===== src/ilp_pkg.sv =====
// Types, character codes and helper functions for the integer literal parser.
package ilp_pkg;

    localparam logic [5:0] RADIX_RESET = 6'd10;
    localparam logic [5:0] RADIX_AUTO  = 6'd0;
    localparam logic [5:0] RADIX_MAX   = 6'd36;
    localparam logic [5:0] BASE_HEX    = 6'd16;
    localparam logic [5:0] BASE_OCT    = 6'd8;
    localparam logic [5:0] BASE_BIN    = 6'd2;
    localparam logic [5:0] BASE_DEC    = 6'd10;
    localparam logic [5:0] NO_DIGIT    = 6'd63;

    localparam logic [7:0] CH_SPACE      = 8'h20;
    localparam logic [7:0] CH_TAB        = 8'h09;
    localparam logic [7:0] CH_CR         = 8'h0D;
    localparam logic [7:0] CH_PLUS       = 8'h2B;
    localparam logic [7:0] CH_MINUS      = 8'h2D;
    localparam logic [7:0] CH_ZERO       = 8'h30;
    localparam logic [7:0] CH_NINE       = 8'h39;
    localparam logic [7:0] CH_UNDERSCORE = 8'h5F;
    localparam logic [7:0] CH_LOWER_A    = 8'h61;
    localparam logic [7:0] CH_LOWER_Z    = 8'h7A;
    localparam logic [7:0] CH_UPPER_A    = 8'h41;
    localparam logic [7:0] CH_UPPER_Z    = 8'h5A;
    localparam logic [7:0] CH_LOWER_X    = 8'h78;
    localparam logic [7:0] CH_LOWER_O    = 8'h6F;
    localparam logic [7:0] CH_LOWER_B    = 8'h62;
    localparam logic [7:0] CASE_BIT      = 8'h20;

    localparam logic [63:0] POS_LIMIT = 64'h7FFF_FFFF_FFFF_FFFF;

    typedef enum logic [2:0] {
        PH_LEAD   = 3'd0,
        PH_PREFIX = 3'd1,
        PH_BODY   = 3'd2,
        PH_TRAIL  = 3'd3
    } t_phase;

    typedef enum logic [1:0] {
        ST_OK    = 2'd0,
        ST_BAD   = 2'd1,
        ST_RANGE = 2'd2,
        ST_RADIX = 2'd3
    } t_status;

    typedef struct packed {
        logic [7:0] char_code;
        logic       char_present;
        logic       last;
    } t_in_word;

    typedef struct packed {
        t_status            status;
        logic signed [63:0] value;
    } t_out_word;

    function automatic logic is_space(logic [7:0] c);
        return (c == CH_SPACE) || (c >= CH_TAB && c <= CH_CR);
    endfunction

    function automatic logic [5:0] digit_of(logic [7:0] c);
        logic [7:0] d;
        d = 8'd0;
        priority if (c >= CH_ZERO && c <= CH_NINE) begin
            d = c - CH_ZERO;
        end else if (c >= CH_LOWER_A && c <= CH_LOWER_Z) begin
            d = c - CH_LOWER_A + 8'd10;
        end else if (c >= CH_UPPER_A && c <= CH_UPPER_Z) begin
            d = c - CH_UPPER_A + 8'd10;
        end else begin
            d = 8'(NO_DIGIT);
        end
        return d[5:0];
    endfunction

endpackage


===== src/int_literal_parser_top.sv =====
// Streaming parser that turns a character stream into a signed 64-bit integer.
//
// Takes one character word per cycle while the update stage is not stalled, and
// returns one result word (status and value) for the word marked last. A word
// passes an input register, then the update logic whose critical path is the
// 64 by 6 bit multiply-add of the accumulator and the compare against the
// signed limit; the result register follows and takes the result when the last
// word leaves the update stage. The input side keeps taking a word every cycle
// while a finished result waits at the output, as long as the stage holding the
// next last word is not blocked. The radix register is written through its own
// channel and applies from the next text; write it only while the block is idle.
module int_literal_parser_top (
    input  logic                i_clk,
    input  logic                i_rst_n,
    input  logic                i_in_valid,
    output logic                o_in_ready,
    input  ilp_pkg::t_in_word   i_in_word,
    output logic                o_out_valid,
    input  logic                i_out_ready,
    output ilp_pkg::t_out_word  o_out_word,
    input  logic                i_cfg_valid,
    output logic                o_cfg_ready,
    input  logic [5:0]          i_cfg_data
);

    logic [5:0]         r_radix;
    logic               r_in_valid;
    ilp_pkg::t_in_word  r_in;
    logic               r_out_valid;
    ilp_pkg::t_out_word r_out;

    logic [63:0]        r_acc;
    ilp_pkg::t_phase    r_phase;
    logic               r_neg;
    logic [5:0]         r_base;
    logic               r_digit_seen;
    logic               r_sep_last;
    logic               r_held_zero;
    ilp_pkg::t_status   r_err;

    logic [63:0]        n_acc;
    ilp_pkg::t_phase    n_phase;
    logic               n_neg;
    logic [5:0]         n_base;
    logic               n_digit_seen;
    logic               n_sep_last;
    logic               n_held_zero;
    ilp_pkg::t_status   n_err;
    ilp_pkg::t_out_word n_out;

    logic               w_fire;

    // The update stage moves unless it holds a last word and the result
    // register is still occupied.
    assign w_fire      = r_in_valid && (!r_in.last || !r_out_valid || i_out_ready);
    assign o_in_ready  = !r_in_valid || w_fire;
    assign o_cfg_ready = 1'b1;
    assign o_out_valid = r_out_valid;
    assign o_out_word  = r_out;

    always_comb begin
        logic [7:0]  c;
        logic [7:0]  lc;
        logic [5:0]  d;
        logic        cont;
        logic [63:0] limit;
        logic [69:0] sum;

        n_acc        = r_acc;
        n_phase      = r_phase;
        n_neg        = r_neg;
        n_base       = r_base;
        n_digit_seen = r_digit_seen;
        n_sep_last   = r_sep_last;
        n_held_zero  = r_held_zero;
        n_err        = r_err;
        c            = r_in.char_code;
        lc           = c | ilp_pkg::CASE_BIT;
        d            = ilp_pkg::digit_of(c);
        cont         = 1'b1;

        if (r_phase == ilp_pkg::PH_LEAD) begin
            n_base = r_radix;
            n_err  = (r_radix == 6'd1 || r_radix > ilp_pkg::RADIX_MAX) ?
                     ilp_pkg::ST_RADIX : ilp_pkg::ST_OK;
        end

        if (r_in.char_present && n_err == ilp_pkg::ST_OK) begin
            if (n_phase == ilp_pkg::PH_LEAD) begin
                if (ilp_pkg::is_space(c)) begin
                    cont = 1'b0;
                end else begin
                    n_phase = ilp_pkg::PH_PREFIX;
                    if (c == ilp_pkg::CH_PLUS || c == ilp_pkg::CH_MINUS) begin
                        n_neg = (c == ilp_pkg::CH_MINUS);
                        cont  = 1'b0;
                    end
                end
            end

            if (cont && n_phase == ilp_pkg::PH_PREFIX) begin
                if (!n_held_zero) begin
                    if (c == ilp_pkg::CH_ZERO) begin
                        n_held_zero = 1'b1;
                        cont        = 1'b0;
                    end else begin
                        if (n_base == ilp_pkg::RADIX_AUTO) n_base = ilp_pkg::BASE_DEC;
                        n_phase = ilp_pkg::PH_BODY;
                    end
                end else begin
                    n_held_zero = 1'b0;
                    n_phase     = ilp_pkg::PH_BODY;
                    priority if (lc == ilp_pkg::CH_LOWER_X &&
                                 (n_base == ilp_pkg::RADIX_AUTO ||
                                  n_base == ilp_pkg::BASE_HEX)) begin
                        n_base = ilp_pkg::BASE_HEX;
                        cont   = 1'b0;
                    end else if (lc == ilp_pkg::CH_LOWER_O &&
                                 (n_base == ilp_pkg::RADIX_AUTO ||
                                  n_base == ilp_pkg::BASE_OCT)) begin
                        n_base = ilp_pkg::BASE_OCT;
                        cont   = 1'b0;
                    end else if (lc == ilp_pkg::CH_LOWER_B &&
                                 (n_base == ilp_pkg::RADIX_AUTO ||
                                  n_base == ilp_pkg::BASE_BIN)) begin
                        n_base = ilp_pkg::BASE_BIN;
                        cont   = 1'b0;
                    end else begin
                        // The held zero becomes a digit; the accumulator is
                        // still zero, so it cannot overflow.
                        if (n_base == ilp_pkg::RADIX_AUTO) n_base = ilp_pkg::BASE_DEC;
                        n_digit_seen = 1'b1;
                        n_sep_last   = 1'b0;
                    end
                end
            end

            limit = n_neg ? ilp_pkg::POS_LIMIT + 64'd1 : ilp_pkg::POS_LIMIT;
            sum   = {6'd0, r_acc} * {64'd0, n_base} + {64'd0, d};

            if (cont) begin
                if (n_phase == ilp_pkg::PH_BODY) begin
                    priority if (ilp_pkg::is_space(c)) begin
                        n_phase = ilp_pkg::PH_TRAIL;
                    end else if (c == ilp_pkg::CH_UNDERSCORE) begin
                        if (n_sep_last) n_err = ilp_pkg::ST_BAD;
                        else n_sep_last = 1'b1;
                    end else if (n_base < 6'd2 || d >= n_base) begin
                        n_err = ilp_pkg::ST_BAD;
                    end else if (sum > {6'd0, limit}) begin
                        n_err = ilp_pkg::ST_RANGE;
                    end else begin
                        n_acc        = sum[63:0];
                        n_digit_seen = 1'b1;
                        n_sep_last   = 1'b0;
                    end
                end else if (!ilp_pkg::is_space(c)) begin
                    n_err = ilp_pkg::ST_BAD;
                end
            end
        end else begin
            limit = 64'd0;
            sum   = 70'd0;
        end

        if (r_in.last && n_err == ilp_pkg::ST_OK && n_held_zero) begin
            n_held_zero  = 1'b0;
            n_digit_seen = 1'b1;
            n_sep_last   = 1'b0;
        end
        if (r_in.last && (!n_digit_seen || n_sep_last) && n_err == ilp_pkg::ST_OK) begin
            n_err = ilp_pkg::ST_BAD;
        end

        n_out.status = n_err;
        if (n_err == ilp_pkg::ST_OK) begin
            n_out.value = n_neg ? $signed(64'd0 - n_acc) : $signed(n_acc);
        end else begin
            n_out.value = 64'sd0;
        end
    end

    always_ff @(posedge i_clk) begin
        if (!i_rst_n) begin
            r_radix <= ilp_pkg::RADIX_RESET;
        end else if (i_cfg_valid) begin
            r_radix <= i_cfg_data;
        end
    end

    always_ff @(posedge i_clk) begin
        if (!i_rst_n) begin
            r_in_valid <= 1'b0;
        end else if (o_in_ready) begin
            r_in_valid <= i_in_valid;
        end
    end

    always_ff @(posedge i_clk) begin
        if (o_in_ready && i_in_valid) begin
            r_in <= i_in_word;
        end
    end

    always_ff @(posedge i_clk) begin
        if (!i_rst_n) begin
            r_out_valid <= 1'b0;
        end else if (w_fire && r_in.last) begin
            r_out_valid <= 1'b1;
        end else if (i_out_ready) begin
            r_out_valid <= 1'b0;
        end
    end

    always_ff @(posedge i_clk) begin
        if (w_fire && r_in.last) begin
            r_out <= n_out;
        end
    end

    always_ff @(posedge i_clk) begin
        if (!i_rst_n) begin
            r_acc        <= 64'd0;
            r_phase      <= ilp_pkg::PH_LEAD;
            r_neg        <= 1'b0;
            r_base       <= ilp_pkg::RADIX_RESET;
            r_digit_seen <= 1'b0;
            r_sep_last   <= 1'b1;
            r_held_zero  <= 1'b0;
            r_err        <= ilp_pkg::ST_OK;
        end else if (w_fire) begin
            if (r_in.last) begin
                // Back to the start-of-text state for the next word stream.
                r_acc        <= 64'd0;
                r_phase      <= ilp_pkg::PH_LEAD;
                r_neg        <= 1'b0;
                r_base       <= r_radix;
                r_digit_seen <= 1'b0;
                r_sep_last   <= 1'b1;
                r_held_zero  <= 1'b0;
                r_err        <= ilp_pkg::ST_OK;
            end else begin
                r_acc        <= n_acc;
                r_phase      <= n_phase;
                r_neg        <= n_neg;
                r_base       <= n_base;
                r_digit_seen <= n_digit_seen;
                r_sep_last   <= n_sep_last;
                r_held_zero  <= n_held_zero;
                r_err        <= n_err;
            end
        end
    end

endmodule

===== config.mk =====
export PLATFORM = sky130hd
export DESIGN_NAME = int_literal_parser_top
export DESIGN_NICKNAME = d
export VERILOG_FILES = /design/src/ilp_pkg.sv /design/src/int_literal_parser_top.sv
export SDC_FILE = /design/constraint.sdc
export NUM_CORES = 1
export LEC_CHECK = 0
export CAP_MARGIN = 10
export CORE_UTILIZATION = 45
export CTS_BUF_LIST = sky130_fd_sc_hd__clkbuf_8
export CTS_CLUSTER_SIZE = 20
export DETAILED_ROUTE_END_ITERATION = 8
export DONT_BUFFER_PORTS = 1
export GPL_ROUTABILITY_DRIVEN = 0
export GPL_TIMING_DRIVEN = 0
export HOLD_SLACK_MARGIN = 0.06
export PLACE_DENSITY = 0.59
export SLEW_MARGIN = 15
export SYNTH_ARGS = -nofsm -noshare
export SYNTH_HDL_FRONTEND = slang
export SYNTH_SLANG_ARGS = --single-unit

===== constraint.sdc =====
create_clock -name i_clk -period 17.5 [get_ports i_clk]
set_input_delay 2.625 -clock i_clk [delete_from_list [all_inputs] [get_ports i_clk]]
set_output_delay 2.625 -clock i_clk [all_outputs]
set_load 0.1 [all_outputs]

* Word level (Yosys, flattened, before mapping)
Index checks and enable logic that the tools add are counted.
** Operators by class
- Add/subtract/negate cells :: 7
- $mul :: 1
- Order comparisons :: 12
- Equality and inequality tests :: 14
- Muxes and demuxes :: 103
- Reductions and logical operators :: 39
** Operators by type and width (count)
- $mux W64 :: 10
- $mux W6 :: 14
- $add A70 B6 Y70 :: 1
- $gt A70 B64 Y1 :: 1
- $mul A64 B6 Y70 :: 1
- $sub A1 B64 Y64 const A :: 1
- $mux W1 :: 54
- $mux W3 :: 12
- $eq A8 B6 Y1 const B :: 4
- $mux W2 :: 13
- $eq A7 B6 Y1 const B :: 3
- $ge A8 B7 Y1 const B :: 2
- $le A8 B7 Y1 const B :: 2
- $logic_and A1 B1 Y1 :: 16
- $add A6 B4 Y6 const B :: 2
- $sub A6 B6 Y6 const B :: 2
- $logic_or A1 B1 Y1 :: 11
- $eq A8 B7 Y1 const B :: 1
- $ge A8 B4 Y1 const B :: 1
- $ge A8 B6 Y1 const B :: 1
- $le A8 B4 Y1 const B :: 1
- $le A8 B6 Y1 const B :: 1
- $eq A6 B1 Y1 const B :: 1
- $eq A6 B2 Y1 const B :: 1
- other kinds (14) :: 20
** Storage, ports and cells
- Register bits :: 163
- Bits of input ports :: 21
- Output and inout bits :: 69
- Logic and storage cells :: 192

* Longest topological paths before layout
- Word-level depth :: 31
- Depth in mapped cells :: 57
- Gate-level depth less buffers :: 50

* Worst setup path after synthesis
Ideal clock, no wire load.
- Kind :: register -> register
- From :: reg r_in[2] in the netlist's numbering
- To :: reg r_out, in the netlist o_out_word[48], data pin
- Setup time :: 266 ps
- Data arrival time :: 12122 ps
- Required time :: 17234 ps
- Path slack :: 5112 ps
- Stages on the path, launching flop included :: 56
- Buffers on the path :: 7
- Clock period less this slack :: 12388 ps
- Cell sequence :: edfxtp_1 > inv_1 > ha_1 > or4b_1 > a211oi_2 > and4_1 > o211ai_1 > o31ai_1 > clkbuf_1 > clkbuf_1 > inv_1 > nor2_1 > fa_1 > inv_1 > fa_1 > inv_1 > fa_1 > inv_1 > [... 20 more ...] > nand3_1 > or4_1 > buf_2 > buf_4 > buf_2 > buf_2 > a21oi_1 > ha_1 > nor3b_1 > nand2_1 > or2_2 > nor2b_1 > nor2b_1 > nor4b_1 > mux2i_1 > o41ai_1 > xnor2_1 > nor2_1
** Between the ends
- Longest elaborated chain between the ends :: 30
- Elaborated cells between the ends (all ways) :: 131
- Classes of those cells :: add/sub: 7; mul: 1; order compare: 11; eq/ne: 10; mux: 83; reduce/logical: 19
** RTL lines
- start, declared :: line int_literal_parser_top.sv:28 : ilp_pkg::t_in_word r_in;
- start signal, assigned :: line int_literal_parser_top.sv:201 : r_in <= i_in_word;
- branches (longest 30 deep; another with $mul A64 B6 Y70)
- end signal, assigned :: line int_literal_parser_top.sv:217 : r_out <= n_out;
- end, declared :: line int_literal_parser_top.sv:30 : ilp_pkg::t_out_word r_out;
Parallel ways; which one is timed is not known. The select of a mux whose other input is x is not followed.
A chain may end at the register's enable or synchronous reset.

* Worst setup path in the final report
- From :: reg r_in[3] in the netlist's numbering
- To :: reg r_out, in the netlist o_out_word[56], data pin
The elaborated chain is that of the path after synthesis.

==> out/summary.md <==
After Yosys synthesis, and, or, nand and nor cells account for 24.87% of the synthesized area. The synthesized design contains 76 enable-type register cells. Setup repair after global routing left no endpoint under its margin. The run gives 4 as the number of antenna violations at the first check in global routing. For this design the total switching power over the nets is 0.0003677 W. The fraction of final layout cells with drive strength greater than 1 came out at 3.721%. Counting instances in the post-synthesis netlist gives the leading cell types as nand2_1 (369), and2_1 (274), fa_1 (252). The nature of the critical path endpoint was a flop. On the critical path, the stage with the largest delay is an instance of clkbuf_2. The number of hold violations in the final report came out at 0. The tools report the first-pass iteration count of the detailed router as 6.

The startpoint kind of the worst setup timing path is a flop. Adding up every negative setup slack in the final design gives 0 ns. The first routing iteration left 2247 violations. The tools report the end of the worst register-to-register path as o_out_word[56]. Timing analysis after detailed placement gives a worst setup slack of 0.1068 ns.

The largest buffer count on any clock path was 2. TritonCTS built the clock tree. Once placement finished, the instance area stood at 26920 sq um. The clock network is responsible for 33.6% of the overall power.

Dividing total power by cell area gives a power density of 34.63 nW/um^2. Maximum VDD drop: 0.06254 mV. Global routing used 30.50% of the available tracks across all layers. Headroom to the max-slew limit came out at 18.61%. Summed over all nets, the half-perimeter wirelength after detailed placement is 71930 microns. The xor/xnor share of the synthesized area is 3.952%. In the finished design, the share of the clock period the worst path needs comes to 96.68%. By area the synthesized netlist is led by fa_1 (19%), ha_1 (11%), edfxtp_1 (8.8%). Static timing analysis puts the maximum clock frequency at 59.10 MHz.

The synthesized flop and latch total came out at 163. The floorplan step set the die height to 242.0 microns. Counting the buffers created by CTS gives 17. Clock latency on the worst-skew pair, taken at its later pin, is 0.54 ns. 90 I/O pins were placed.

Worst reg2reg path startpoint: r_in[3]. For the final wirelength, the log shows 89310 microns. The largest net degree at the start of global routing came out at 45.

For this configuration, the core starts out at a cell density of 45.72%. The post-synthesis compound-gate area fraction is 14.76%. Part of the total power dissipated in sequential elements: 46.4%. The finished cells cover 27410 sq um. The post-detailed-route wirelength per cell was 22.73 microns; the number of cells on the worst reg-to-reg path was 55. The logs give 0.58 ns for the setup slack of the most critical reg-to-reg path and 91 for the post-synthesis cell type count. For the via count, the log shows 23.91k. The required time reported for the critical path endpoint was 17.84 ns; the deepest level of the CTS H-tree was 4. The synthesis warning total came out at 0.

The worst hold path was traced through 2 stages. The mean cell area of the mapped netlist was 8.263 sq um. In this run the core area contains 87 standard-cell rows. Of the total power, the share spent switching nets is 38.73%. For the finished layout, the period the worst path requires is 16.92 ns. In the synthesized netlist the dominant register cell turns out to be dfxtp_1. On the final layout, the worst clock skew is 0.03680 ns. During placement, the flow inserted port buffers numbering 0. In this run, the combinational gates consume 20.0% of the power. The peak fanout along the critical path works out to 10. The count of nets left with antenna violations once routing finished came out at 0. The first global-routing pass estimated 138600 microns of wire. The most instantiated library cell after synthesis was nand2_1.

For the internal power, the log shows 0.0005816 W. The number of buffers and inverters on the critical path is 12. After global routing the overflow that remains totals 0. Clock-pin slew was measured on the worst setup and hold paths at 0.12 ns. The die width came out at 242.0 microns. The run gives 58590 sq um as the floorplan die area. The startpoint identified for the worst hold timing path is r_digit_seen. Post-synthesis to final-layout area growth: 5.708%.

The synthesized netlist devotes 30.41% of its cell area to adder and majority cells. The clock net in this run drives a total of 163 sinks. The run gives 3138 as the synthesized instance count.

The logs give 0 for the number of pins exceeding their max-slew limit in the final report and 0.0009493 W for the total power of the final layout. Counting every net in the synthesized netlist gives 3638. For the post-synthesis sequential area ratio, the log shows 15.52%. In the final design database the tool counted 3658 nets. For the pin with the worst max-slew slack, the measured transition is 1.221 ns.

For this run, the slowest stage of the critical path takes 0.62 ns. Share of Yosys cell area claimed by the top area cell type: 19.46%. The portion of synthesized area spent on multiplexers is 4.184%. Dominant combinational cell family by area after synthesis: adder cells. The synthesized design spends more area on one cell type than any other, namely fa_1. For the worst setup margin, the log shows 0.5806 ns. The cell family contributing the most delay on the critical path is simple AND/OR/NAND/NOR gates. The run finished with clean final reports.

Setup violations remaining at the end of the flow were counted as 0. For this design the static power due to leakage is 12.71 nW. In this run the standard cell core region covers 56710 sq um. The number of max-cap violations came out at 0. Number of global-route vias before repair: 23.86k. The synthesized netlist occupies a cell area of 25930 sq um. Dividing the detail-routed via count by the number of cells gives 6.084. The tools report the arrival time reported for the critical path endpoint as 17.26 ns. In the synthesized netlist the async set-or-reset flop fraction comes to 0%. Path type of the worst min-delay path: flop to flop. The path with the worst hold slack has its endpoint at r_digit_seen.

Clock tree root buffer cell: clkbuf_8. After detailed routing, the number of remaining DRC violations is 0. Critical path class: flop to flop.
[registers in the layout (all words and copies together) (netlist names)]
| signal | flops |
|---|---|
| r_held_zero | 1 |
| r_in_valid | 1 |
| r_acc | 64 |
| o_out_valid | 1 |
| r_radix | 6 |
| r_in | 10 |
| r_base | 6 |
| r_err | 2 |
| r_phase | 3 |
| r_sep_last | 1 |
| o_out_word | 66 |
| r_neg | 1 |
| r_digit_seen | 1 |
[power groups by stage]
stage | clock [W] | sequential (W) | combinational [W]
after floorplan | 0 | 0.000447 | 0.000117
after global placement | 0 | 0.000450 | 0.000182
after detailed placement | 0 | 0.000449 | 0.000185
after CTS | 0.000319 | 0.000441 | 0.000185
after global routing | 0.000333 | 0.000441 | 0.000202
final | 0.000319 | 0.000441 | 0.000190
[routing by layer]
metal  part of all wire [%]  vias up  GRT usage, %
met3                    8.0      234         5.085
li1                       -    10860             -
met5                  0.038        -             0
met1                     43    11616         40.47
met4                    4.5        4         13.57
met2                     45     1198         48.77
[layout by cell type (no fill, tap or decap), types with 25 or more instances in the layout]
| cell type | count |
|---|---|
| xor2_1 | 53 |
| nor3_1 | 60 |
| xnor2_1 | 64 |
| or3_1 | 31 |
| o21ai_0 | 113 |
| o21ai_1 | 39 |
| a22oi_1 | 45 |
| nand2_1 | 369 |
| a31oi_1 | 26 |
| nor2_1 | 202 |
| nand4_1 | 47 |
| nand3_1 | 48 |
| a21oi_1 | 159 |
| and2_1 | 274 |
| inv_1 | 208 |
| nor2b_1 | 62 |
| a21o_1 | 25 |
| dfxtp_1 | 87 |
| fa_1 | 252 |
| mux2i_1 | 79 |
| ha_1 | 227 |
| a211oi_1 | 37 |
| edfxtp_1 | 76 |
| clkbuf_1 | 178 |
[layout make-up]
class,count,area (sq um)
Sequential cell,163,4024
Antenna cell,3,7.507
Tap cell,756,945.9
Multi-Input combinational cell,2551,20320
Inverter,211,794.5
Fill cell,5506,29300
Clock buffer,17,234.0
Buffer,212,839.6
Clock inverter,15,205.2
Timing Repair Buffer,2,40.04
[timing repair]
item                       4_1_cts  5_1_grt
resized for setup                0        6
setup endpoints to repair        0       14
hold buffers                     0        0
setup buffers                    0        0
[through the flow]
step,hold slack [ns],instances,util [%]
final,0.5217,3930,48.33
after global routing,0.5527,3927,48.32
after CTS,0.5211,3928,48.24
after detailed placement,0.4928,3896,47.47
after global placement,0.4820,3894,47.39
after floorplan,0.4506,3138,-
[worst min-delay path, stage by stage (launching register included)]
cell	delay [ns]
dfxtp_1	0.34
a21oi_1	0.06
nor2b_1	0.09
[worst max path at each step]
stage | start | endpoint | slack (ns) | cells past startpoint
3_3_place_gp | r_in[2] | o_out_word[56] | 0.15 | 54
2_1_floorplan | r_in[2] | o_out_word[48] | 5.11 | 55
3_5_place_dp | r_in[2] | o_out_word[56] | 0.11 | 54
5_1_grt | r_in[2] | o_out_word[56] | 0.03 | 55
6_report | r_in[3] | o_out_word[56] | 0.58 | 55
4_1_cts | r_in[2] | o_out_word[56] | 0.03 | 54
[logic make-up (layout without fill, tap and decap cells)]
family	count (synthesis)	after routing
adder cells (fa/ha/maj)	479	479
buffers and inverters	424	457
XOR/XNOR	117	117
flip-flops	163	163
AO/OA/AOI/OAI	599	599
other	1	4
AND/OR/NAND/NOR	1251	1251
multiplexers	104	104
Note: power is estimated with default switching activity, not from simulation.
